`src/rtl/core/hs_pkg.sv`:
```
`timescale 1ns / 1ps

package hs_pkg;

	// Number of list entries the sorter can hold.
	localparam int unsigned CAPACITY = 64;

	// Width of one stored element.
	localparam int unsigned DATA_W = 32;

	// Address width of the element store.
	localparam int unsigned ADDR_W = $clog2(CAPACITY);

	// Width of the element count, which must also hold CAPACITY itself.
	localparam int unsigned CNT_W = $clog2(CAPACITY + 1);

	// Width of a child index, wide enough for the left child of any node.
	localparam int unsigned CHILD_W = ADDR_W + 1;

	typedef logic signed [DATA_W-1:0] elem_t;
	typedef logic [ADDR_W-1:0]        addr_t;
	typedef logic [CNT_W-1:0]         cnt_t;
	typedef logic [CHILD_W-1:0]       child_t;

endpackage

```
`src/rtl/core/hs_ram.sv`:
```
`timescale 1ns / 1ps

module hs_ram #(
	parameter int unsigned WIDTH = 32,
	parameter int unsigned DEPTH = 64
) (
	input  logic                     clk,
	input  logic                     we,
	input  logic [$clog2(DEPTH)-1:0] waddr,
	input  logic [WIDTH-1:0]         wdata,
	input  logic                     re,
	input  logic [$clog2(DEPTH)-1:0] raddr,
	output logic [WIDTH-1:0]         rdata
);

	logic [WIDTH-1:0] mem_q [DEPTH];

	// One write port and one registered read port.
	always_ff @(posedge clk) begin
		if (we) begin
			mem_q[waddr] <= wdata;
		end
		if (re) begin
			rdata <= mem_q[raddr];
		end
	end

endmodule

```
`src/rtl/core/heap_sorter_top.sv`:
```
`timescale 1ns / 1ps
// Loading accepts one value per cycle while busy is low; values beyond 64 are dropped.
// Sorting builds a max-heap by sifting each build root down, then swaps the largest value to the
// end n-1 times and sifts the new root down, level by level until it stays or a leaf is reached.
// The n results then follow on consecutive cycles, each in the cycle after emission issues the
// store read for it. The receiver cannot stall.
// arst_n clears the control state and the element count; the store contents are not cleared.

module heap_sorter_top (
	input  logic              clk,
	input  logic              arst_n,
	input  logic              start,
	output logic              busy,
	input  hs_pkg::elem_t     value,
	input  logic              last,
	output logic              strobe,
	output hs_pkg::elem_t     sorted_value,
	output logic              last_out
);

	import hs_pkg::*;

	localparam logic [3:0] ST_IDLE = 4'd0;
	localparam logic [3:0] ST_B_RD = 4'd1;
	localparam logic [3:0] ST_B_X  = 4'd2;
	localparam logic [3:0] ST_S_L  = 4'd3;
	localparam logic [3:0] ST_S_R  = 4'd4;
	localparam logic [3:0] ST_S_D  = 4'd5;
	localparam logic [3:0] ST_NEXT = 4'd6;
	localparam logic [3:0] ST_X_R0 = 4'd7;
	localparam logic [3:0] ST_X_RK = 4'd8;
	localparam logic [3:0] ST_X_W  = 4'd9;
	localparam logic [3:0] ST_EMIT = 4'd10;

	logic [3:0] state_q;
	cnt_t       count_q;
	cnt_t       n_q;
	cnt_t       size_q;
	addr_t      root_q;
	addr_t      k_q;
	addr_t      pos_q;
	addr_t      e_q;
	logic       build_q;
	elem_t      x_q;
	elem_t      lv_q;
	elem_t      rt_q;
	logic       strobe_q;
	logic       last_q;

	logic       ram_we;
	addr_t      ram_waddr;
	elem_t      ram_wdata;
	logic       ram_re;
	addr_t      ram_raddr;
	elem_t      ram_rdata;

	logic       accept;
	logic       keep;
	cnt_t       n_next;
	child_t     left_idx;
	child_t     right_idx;
	logic       left_ok;
	logic       right_ok;
	elem_t      top_val;
	child_t     top_idx;
	logic       top_is_pos;

	// Element store.
	hs_ram #(
		.WIDTH(DATA_W),
		.DEPTH(CAPACITY)
	) u_store (
		.clk  (clk),
		.we   (ram_we),
		.waddr(ram_waddr),
		.wdata(ram_wdata),
		.re   (ram_re),
		.raddr(ram_raddr),
		.rdata(ram_rdata)
	);

	assign busy         = (state_q != ST_IDLE);
	assign accept       = start && !busy;
	assign keep         = (count_q < cnt_t'(CAPACITY));
	assign n_next       = keep ? count_q + cnt_t'(1) : count_q;
	assign strobe       = strobe_q;
	assign last_out     = last_q;
	assign sorted_value = ram_rdata;

	// Children of the current sift position and their presence in the heap.
	assign left_idx  = {pos_q, 1'b1};
	assign right_idx = child_t'({pos_q, 1'b1} + child_t'(1));
	assign left_ok   = (left_idx < child_t'(size_q));
	assign right_ok  = (right_idx < child_t'(size_q));

	// Pick the largest of the sifted value and its children; ties stay with the earlier one.
	always_comb begin
		top_val = x_q;
		top_idx = child_t'(pos_q);
		if (lv_q > x_q) begin
			top_val = lv_q;
			top_idx = left_idx;
		end
		if (right_ok && (ram_rdata > top_val)) begin
			top_val = ram_rdata;
			top_idx = right_idx;
		end
	end
	assign top_is_pos = (top_idx == child_t'(pos_q));

	// Store access for each state.
	always_comb begin
		ram_we    = 1'b0;
		ram_waddr = pos_q;
		ram_wdata = x_q;
		ram_re    = 1'b0;
		ram_raddr = pos_q;
		unique case (state_q)
			ST_IDLE: begin
				ram_we    = accept && keep;
				ram_waddr = count_q[ADDR_W-1:0];
				ram_wdata = value;
			end
			ST_B_RD: begin
				ram_re    = 1'b1;
				ram_raddr = root_q;
			end
			ST_S_L: begin
				if (left_ok) begin
					ram_re    = 1'b1;
					ram_raddr = left_idx[ADDR_W-1:0];
				end else begin
					ram_we = 1'b1;
				end
			end
			ST_S_R: begin
				ram_re    = right_ok;
				ram_raddr = right_idx[ADDR_W-1:0];
			end
			ST_S_D: begin
				ram_we    = 1'b1;
				ram_wdata = top_is_pos ? x_q : top_val;
			end
			ST_X_R0: begin
				ram_re    = 1'b1;
				ram_raddr = '0;
			end
			ST_X_RK: begin
				ram_re    = 1'b1;
				ram_raddr = k_q;
			end
			ST_X_W: begin
				ram_we    = 1'b1;
				ram_waddr = k_q;
				ram_wdata = rt_q;
			end
			ST_EMIT: begin
				ram_re    = 1'b1;
				ram_raddr = e_q;
			end
			default: begin
			end
		endcase
	end

	// Sequencer: load, heap build, extraction and emission.
	always_ff @(posedge clk or negedge arst_n) begin
		if (!arst_n) begin
			state_q  <= ST_IDLE;
			count_q  <= '0;
			n_q      <= '0;
			size_q   <= '0;
			root_q   <= '0;
			k_q      <= '0;
			pos_q    <= '0;
			e_q      <= '0;
			build_q  <= 1'b0;
			x_q      <= '0;
			lv_q     <= '0;
			rt_q     <= '0;
			strobe_q <= 1'b0;
			last_q   <= 1'b0;
		end else begin
			strobe_q <= (state_q == ST_EMIT);
			unique case (state_q)
				ST_IDLE: begin
					if (accept) begin
						if (last) begin
							count_q <= '0;
							n_q     <= n_next;
							e_q     <= '0;
							if (n_next < cnt_t'(2)) begin
								state_q <= ST_EMIT;
							end else begin
								build_q <= 1'b1;
								root_q  <= addr_t'((n_next >> 1) - cnt_t'(1));
								state_q <= ST_B_RD;
							end
						end else begin
							count_q <= n_next;
						end
					end
				end
				ST_B_RD: begin
					state_q <= ST_B_X;
				end
				ST_B_X: begin
					x_q     <= ram_rdata;
					pos_q   <= root_q;
					size_q  <= n_q;
					state_q <= ST_S_L;
				end
				ST_S_L: begin
					state_q <= left_ok ? ST_S_R : ST_NEXT;
				end
				ST_S_R: begin
					lv_q    <= ram_rdata;
					state_q <= ST_S_D;
				end
				ST_S_D: begin
					if (top_is_pos) begin
						state_q <= ST_NEXT;
					end else begin
						pos_q   <= top_idx[ADDR_W-1:0];
						state_q <= ST_S_L;
					end
				end
				ST_NEXT: begin
					if (build_q) begin
						if (root_q == '0) begin
							build_q <= 1'b0;
							k_q     <= addr_t'(n_q - cnt_t'(1));
							state_q <= ST_X_R0;
						end else begin
							root_q  <= root_q - addr_t'(1);
							state_q <= ST_B_RD;
						end
					end else begin
						if (k_q == addr_t'(1)) begin
							e_q     <= '0;
							state_q <= ST_EMIT;
						end else begin
							k_q     <= k_q - addr_t'(1);
							state_q <= ST_X_R0;
						end
					end
				end
				ST_X_R0: begin
					state_q <= ST_X_RK;
				end
				ST_X_RK: begin
					rt_q    <= ram_rdata;
					state_q <= ST_X_W;
				end
				ST_X_W: begin
					// The old end value becomes the sifted value at the root.
					x_q     <= ram_rdata;
					pos_q   <= '0;
					size_q  <= cnt_t'(k_q);
					state_q <= ST_S_L;
				end
				ST_EMIT: begin
					last_q <= (cnt_t'(e_q) == n_q - cnt_t'(1));
					if (cnt_t'(e_q) == n_q - cnt_t'(1)) begin
						state_q <= ST_IDLE;
					end else begin
						e_q <= e_q + addr_t'(1);
					end
				end
				default: begin
					state_q <= ST_IDLE;
				end
			endcase
		end
	end

endmodule
```
`config.mk`:
```
export PLATFORM = sky130hd
export DESIGN_NAME = heap_sorter_top
export DESIGN_NICKNAME = d
export VERILOG_FILES = /design/src/rtl/core/hs_pkg.sv /design/src/rtl/core/hs_ram.sv /design/src/rtl/core/heap_sorter_top.sv
export SDC_FILE = /design/constraint.sdc
export NUM_CORES = 2
export LEC_CHECK = 0
export BUFFER_PORTS_ARGS = -buffer_cell sky130_fd_sc_hd__buf_4
export CAP_MARGIN = 20
export CORE_AREA = 2 2 412 414
export DETAILED_ROUTE_END_ITERATION = 12
export DIE_AREA = 0 0 414 416
export HOLD_SLACK_MARGIN = 0.12
export PLACE_DENSITY = 0.7
export RECOVER_POWER = 50
export SYNTH_ARGS = -nofsm -noshare
export SYNTH_HDL_FRONTEND = slang
export SYNTH_SLANG_ARGS = --single-unit
```
`constraint.sdc`:
```
create_clock -name clk -period 9.5 [get_ports clk]
set_clock_uncertainty 0.05 [all_clocks]
set_input_delay 0 -clock clk [delete_from_list [all_inputs] [get_ports clk]]
set_output_delay 0 -clock clk [all_outputs]
set_load 0.02 [all_outputs]
```
[Word-level counts from Yosys, hierarchy flattened]
Memory sizes are Yosys's and may differ from the RTL's. A register that Yosys moved wholly into a read port is not among the register bits.
Index checks and enable logic that the tools add are counted.
Cells by class
  $add $sub $neg: 7
  magnitude comparators: 6
  equal/unequal tests: 25
  muxes and demuxes: 51
  reductions and logical operators: 22
Operators by type and width (count)
  $mux 32: 3
  $pmux 32 s3: 1
  $mux 6: 15
  $gt 32x32->1: 2
  $pmux 4 s10: 1
  $pmux 6 s3: 2
  $pmux 6 s6: 1
  $mux 7: 4
  $mux 4: 6
  $pmux 6 s2: 2
  $ne 2x2->1 const B: 10
  $sub 6x1->6 const B: 3
  $eq 4x3->1 const B: 4
  $add 7x1->7 const B: 2
  $lt 7x7->1: 2
  $pmux 7 s2: 1
  $eq 4x4->1 const B: 3
  $reduce_and 6->1: 2
  $mux 1: 9
  $reduce_and 3->1: 3
  $eq 4x2->1 const B: 2
  $eq 6x7->1: 1
  $eq 7x6->1: 1
  $lt 7x2->1 const B: 1
  21 further kinds: 30
Storage, ports and cells
  register bits: 148
  bits in writable memories: 2048
  input bits: 36
  output and inout bits: 35
  word-level logic and storage cells: 126
  memories: 1
Memories
  u_store.mem_q: depth 64, bits a word 32, read ports 1, clocked after memory_dff 1, write ports 1, RTL line hs_ram.sv:16  | logic [WIDTH-1:0] mem_q [DEPTH];

[Logic depth before layout (Yosys ltp)]
  word-level depth: 8
  depth in mapped cells: 23
  mapped depth without buffers: 20

[Cells and area by module]
Synthesis repeated with hierarchy kept, for this count alone.
Second synthesis, totals
  cells, all modules: 4376
  area total of the unflattened synthesis: 89203.1 µm²
By module, submodules not included
  hs_ram: instances 1, cells an instance 3324, area an instance 78835.6 µm², seq. area each 62459.9 µm²
  heap_sorter_top: instances 1, cells an instance 1052, area an instance 10367.4 µm², seq. area each 3703.6 µm²

[Worst setup path before layout]
No wires, ideal clock.
  kind: reg-to-reg
  start point: register x_q[31]
  end point: memory u_store.mem_q[0][21] (data pin)
  setup time: 0.366 ns
  arrival time: 5.940 ns
  required time: 9.084 ns
  path slack: 3.144 ns
  cell stages (with the launch flop): 23
  buffers on the path: 3
  period minus slack after synthesis: 6.356 ns
  cell sequence: dfrtp_1 > inv_1 > ha_1 > nand4_1 > nor4_2 > a221o_1 > a2111oi_0 > a221oi_2 > buf_2 > buf_1 > a21oi_1 > ha_1 > nand4_2 > nor2_1 > a21oi_1 > o211ai_2 > or4b_4 > a31oi_1 > o41ai_2 > o32a_2 > a21oi_4 > buf_6 > a221o_1
Between the ends
  longest elaborated chain between the ends: 8
  elaborated cells between the ends (all ways): 10
  classes of those cells: 2 x order compare; 1 x eq/ne; 6 x mux; 1 x reduce/logical
Ends and longest elaborated chain
  start, declared: RTL line heap_sorter_top.sv:44  | elem_t x_q;
  start signal, assigned: RTL line heap_sorter_top.sv:208  | x_q <= ram_rdata;
  start signal, assigned: RTL line heap_sorter_top.sv:257  | x_q <= ram_rdata;
  $gt 32x32->1: RTL line heap_sorter_top.sv:100  | if (lv_q > x_q) begin
  $mux 32: RTL line heap_sorter_top.sv:100
  $gt 32x32->1: RTL line heap_sorter_top.sv:104  | if (right_ok && (ram_rdata > top_val)) begin
  $logic_and 1x1->1: RTL line heap_sorter_top.sv:104
  $mux 7: RTL line heap_sorter_top.sv:104
  $eq 7x6->1: RTL line heap_sorter_top.sv:109  | assign top_is_pos = (top_idx == child_t'(pos_q));
  $mux 32 (*): RTL line heap_sorter_top.sv:142  | ram_wdata = top_is_pos ? x_q : top_val;
  $pmux 32 s3 (*): RTL line heap_sorter_top.sv:118  | unique case (state_q)
  via ram_wdata[21]: RTL line heap_sorter_top.sv:52  | elem_t ram_wdata;
  end, declared: RTL line hs_ram.sv:16
Mark *: on every way through the listed nets, which the timed path passes. The rest lies on a longest branch.

[Final worst setup path]
  start point: register state_q[0]
  end point: memory u_store.mem_q[22][26] (enable)
Between the ends
  longest elaborated chain between the ends: 7
  elaborated cells between the ends (all ways): 13
  classes of those cells: 3 x eq/ne; 4 x mux; 6 x reduce/logical
Ends and longest elaborated chain
  start, declared: RTL line heap_sorter_top.sv:35  | logic [3:0] state_q;
  start signal, assigned: RTL line heap_sorter_top.sv:214  | state_q <= left_ok ? ST_S_R : ST_NEXT;
  $reduce_bool 4->1: RTL line heap_sorter_top.sv:82  | assign busy = (state_q != ST_IDLE);
  $logic_not 1->1: RTL line heap_sorter_top.sv:83  | assign accept = start && !busy;
  $logic_and 1x1->1: RTL line heap_sorter_top.sv:83
  $logic_and 1x1->1: RTL line heap_sorter_top.sv:120  | ram_we = accept && keep;
  $pmux 1 s3: RTL line heap_sorter_top.sv:118
  $mux 1: RTL line hs_ram.sv:20  | if (we) begin
  $mux 1 (not written as such): RTL line hs_ram.sv:21  | mem_q[waddr] <= wdata;
Parallel ways exist; a longest one is shown, timed or not.

==> flow_summary.json <==
{
  "status": "finished, violations left",
  "violations": "max-capacitance violations, max-slew violations",
  "cts_buffers": 217,
  "place_area_um2": 95380,
  "hold_viol_final": 0,
  "grt_pass1_vias": 58440,
  "rows": 151,
  "dr.pass1.iters": 8,
  "slew_headroom_pct": -185.5,
  "final_common_cell": "edfxtp_1",
  "post_drt_wl_per_cell_um": 33.72,
  "die-area_um2": 172200,
  "clockBufferDepth": 3,
  "port_buffers": 70,
  "grt_max_degree": 158,
  "endpoint": "u_store.mem_q[22][26]",
  "cts_root_buf": "clkbuf_16",
  "critPathSlowestCell": "nor2_1",
  "ys_ff_latch": 2228,
  "tightest_slew_ns": 4.282,
  "cts_tree": "yes",
  "final_cell_mix": "edfxtp_1, nand2_1, nand3_1, a21oi_1, mux2i_1",
  "synthesis.instances": 6825,
  "overflow": 0,
  "initial_core_util_pct": 54.55,
  "slew_violations": 2048,
  "max-cap-violations": 78,
  "rsz0062_at_grt": "no",
  "arrival_ns": 9.28,
  "ctsResizeCount": 0,
  "area_delta_synth_final_pct": 11.62,
  "detailed_place_hpwl_mm": 166.2,
  "critPathLaunch": "state_q[0]",
  "cp_cell_sequence": "inv_1, nor2_1, and2_0, clkbuf_1, nor2_1, a221o_1, nor2b_1, nand3_1, nor2_1, clkbuf_1",
  "cts_hold_buf": 12,
  "period_minus_slack_ns": 8.867,
  "synth_edf_count": 2080,
  "yosysSeqAreaShare_pct": 72.13,
  "antenna_found_initial": 22,
  "end_kind": "register",
  "io_pins": 71,
  "ctsHtreeMaxLevel": 4,
  "critPathMaxStageDelay_ns": 1.87,
  "cts.sinks": 2228,
  "drt_iter0_markers": 12090,
  "r2r_end": "u_store.mem_q[22][26]",
  "synth_cell_types": 87,
  "wirelength_mm": 313.5,
  "yosys_warnings": 0,
  "die_h_um": 416,
  "drc": 0,
  "crit_top_cell": "nor2_1",
  "mappedNetlistNets": 6945,
  "ff2ff_setup_slack_ns": 0.63,
  "synth_flop_cell": "edfxtp_1",
  "setup_viol": 0,
  "synth.avg_cell_area_um2": 13.44,
  "fmax_ghz": 0.1128,
  "ff2ff_path_depth": 10,
  "drive_gt1_share_pct": 10.02,
  "coreArea_um2": 168100,
  "postLayoutCellArea_um2": 102400,
  "post-route-period-util_pct": 93.34,
  "grtUsageTotal_pct": 35.72,
  "crit_fanout": 35,
  "via_per_inst": 6.822,
  "critPathLaunchType": "register",
  "path_class": "reg -> reg",
  "nets": 7021,
  "asyncSetResetFlopFracSynth_pct": 6.643,
  "hold_class": "in -> reg",
  "place.gp.congestion": 0.9177,
  "synth_area_um2": 91730,
  "clk_latency_ns": 0.91,
  "grt_first_pass_wirelength_mm": 436.8,
  "ant_nets": 0,
  "tns_ns": 0,
  "dr_total_vias": 63440,
  "rr_startpoint": "state_q[0]",
  "cts_setup_buffers": 0,
  "die_w_um": 414,
  "path_clk_slew_ns": 0.06,
  "required_ns": 9.91
}
-- metrics by stage --
stage | worst slack, ns | std cells | util [%] | hold WS (ns)
global route | 0.4642 | 9292 | 60.89 | 0.1568
floorplan | 3.144 | 6825 | - | -0.3456
detailed placement | 1.234 | 8845 | 56.72 | -0.1156
global placement | 1.316 | 8840 | 56.68 | -0.1203
finish | 0.6329 | 9299 | 60.90 | 0.1603
CTS | 1.215 | 9248 | 60.91 | 0.1369
-- cell usage after synthesis (10+ instances only) --
cell	n	area, um2
dfrtp_1	148	3704
a211oi_1	81	608.1
mux2i_1	219	2192
nand2_1	1504	5645
a22o_1	35	306.5
inv_1	62	232.7
buf_2	141	705.7
buf_1	39	146.4
a21o_1	37	277.8
ha_1	84	1051
a31oi_1	104	650.6
o211ai_1	38	285.3
a32oi_1	33	289.0
o21ai_0	131	655.6
mux2_2	98	1104
edfxtp_1	2080	62460
buf_4	13	97.59
a211o_1	35	306.5
nor3_1	22	110.1
and3_1	146	913.4
a22oi_1	68	510.5
nor4_1	65	406.6
a21oi_1	308	1541
nand3_1	536	2683
xnor2_1	14	122.6
a221o_1	81	810.8
xor2_1	10	87.58
nand4_1	79	494.2
clkbuf_1	236	885.9
nor2b_1	14	87.58
o22ai_1	38	237.7
nor2_1	168	630.6
a221oi_1	33	289.0
-- routing by layer --
layer	share of wire (%)	global-route usage, %	vias up	wire length, um
li1	-	-	25840	-
met4	5.5	17.32	16	17250
met5	0.030	0	-	94
met2	43	52.49	5304	136000
met3	15	10.78	903	48210
met1	36	48.87	31380	112000
-- cell families after synthesis --
kind of cell / count (synthesis) / share of synthesized area (%)
AO/OA/AOI/OAI: 1079 / 7.998
XOR/XNOR: 24 / 0.2291
adder cells (fa/ha/maj): 84 / 1.146
buffers and inverters: 504 / 2.386
flip-flops: 2228 / 72.13
multiplexers: 321 / 3.691
AND/OR/NAND/NOR: 2585 / 12.42
-- worst min path at each step --
stage,startpoint,endpoint,slack (ns),depth (start not counted)
4_1_cts,value[9],u_store.mem_q[35][9],0.14,3
5_1_grt,value[21],u_store.mem_q[24][21],0.16,3
6_report,value[21],u_store.mem_q[24][21],0.16,3
3_5_place_dp,arst_n,k_q[4],-0.12,1
2_1_floorplan,arst_n,build_q,-0.35,0
3_3_place_gp,arst_n,k_q[4],-0.12,1
-- layout make-up --
cell class,instances,area [um2]
repair buffers,298,2402
inverters,63,236.5
multi-input cells,4093,23890
diodes,8,20.02
flip-flops and latches,2228,66160
fillers,12590,65750
clock inverters,113,1226
well taps,2218,2775
clock buffers,278,5680
-- sequential cells by signal, indices dropped and copies added (netlist names), 7 cells and up --
signal / cells
count_q: 7
lv_q: 32
n_q: 7
rt_q: 32
size_q: 7
u_store.mem_q: 2048
u_store.rdata: 32
x_q: 32
-- worst max-delay path, delay by kind of cell, from the launching register on --
family / cells / cell delay [ns]
simple gates: 6 / 3.76
buf+inv: 3 / 3.25
flops: 1 / 0.84
compound gates: 1 / 0.48
Power is not shown: default switching activity piles up to over one toggle a cycle in this logic, so the estimate is an artifact.
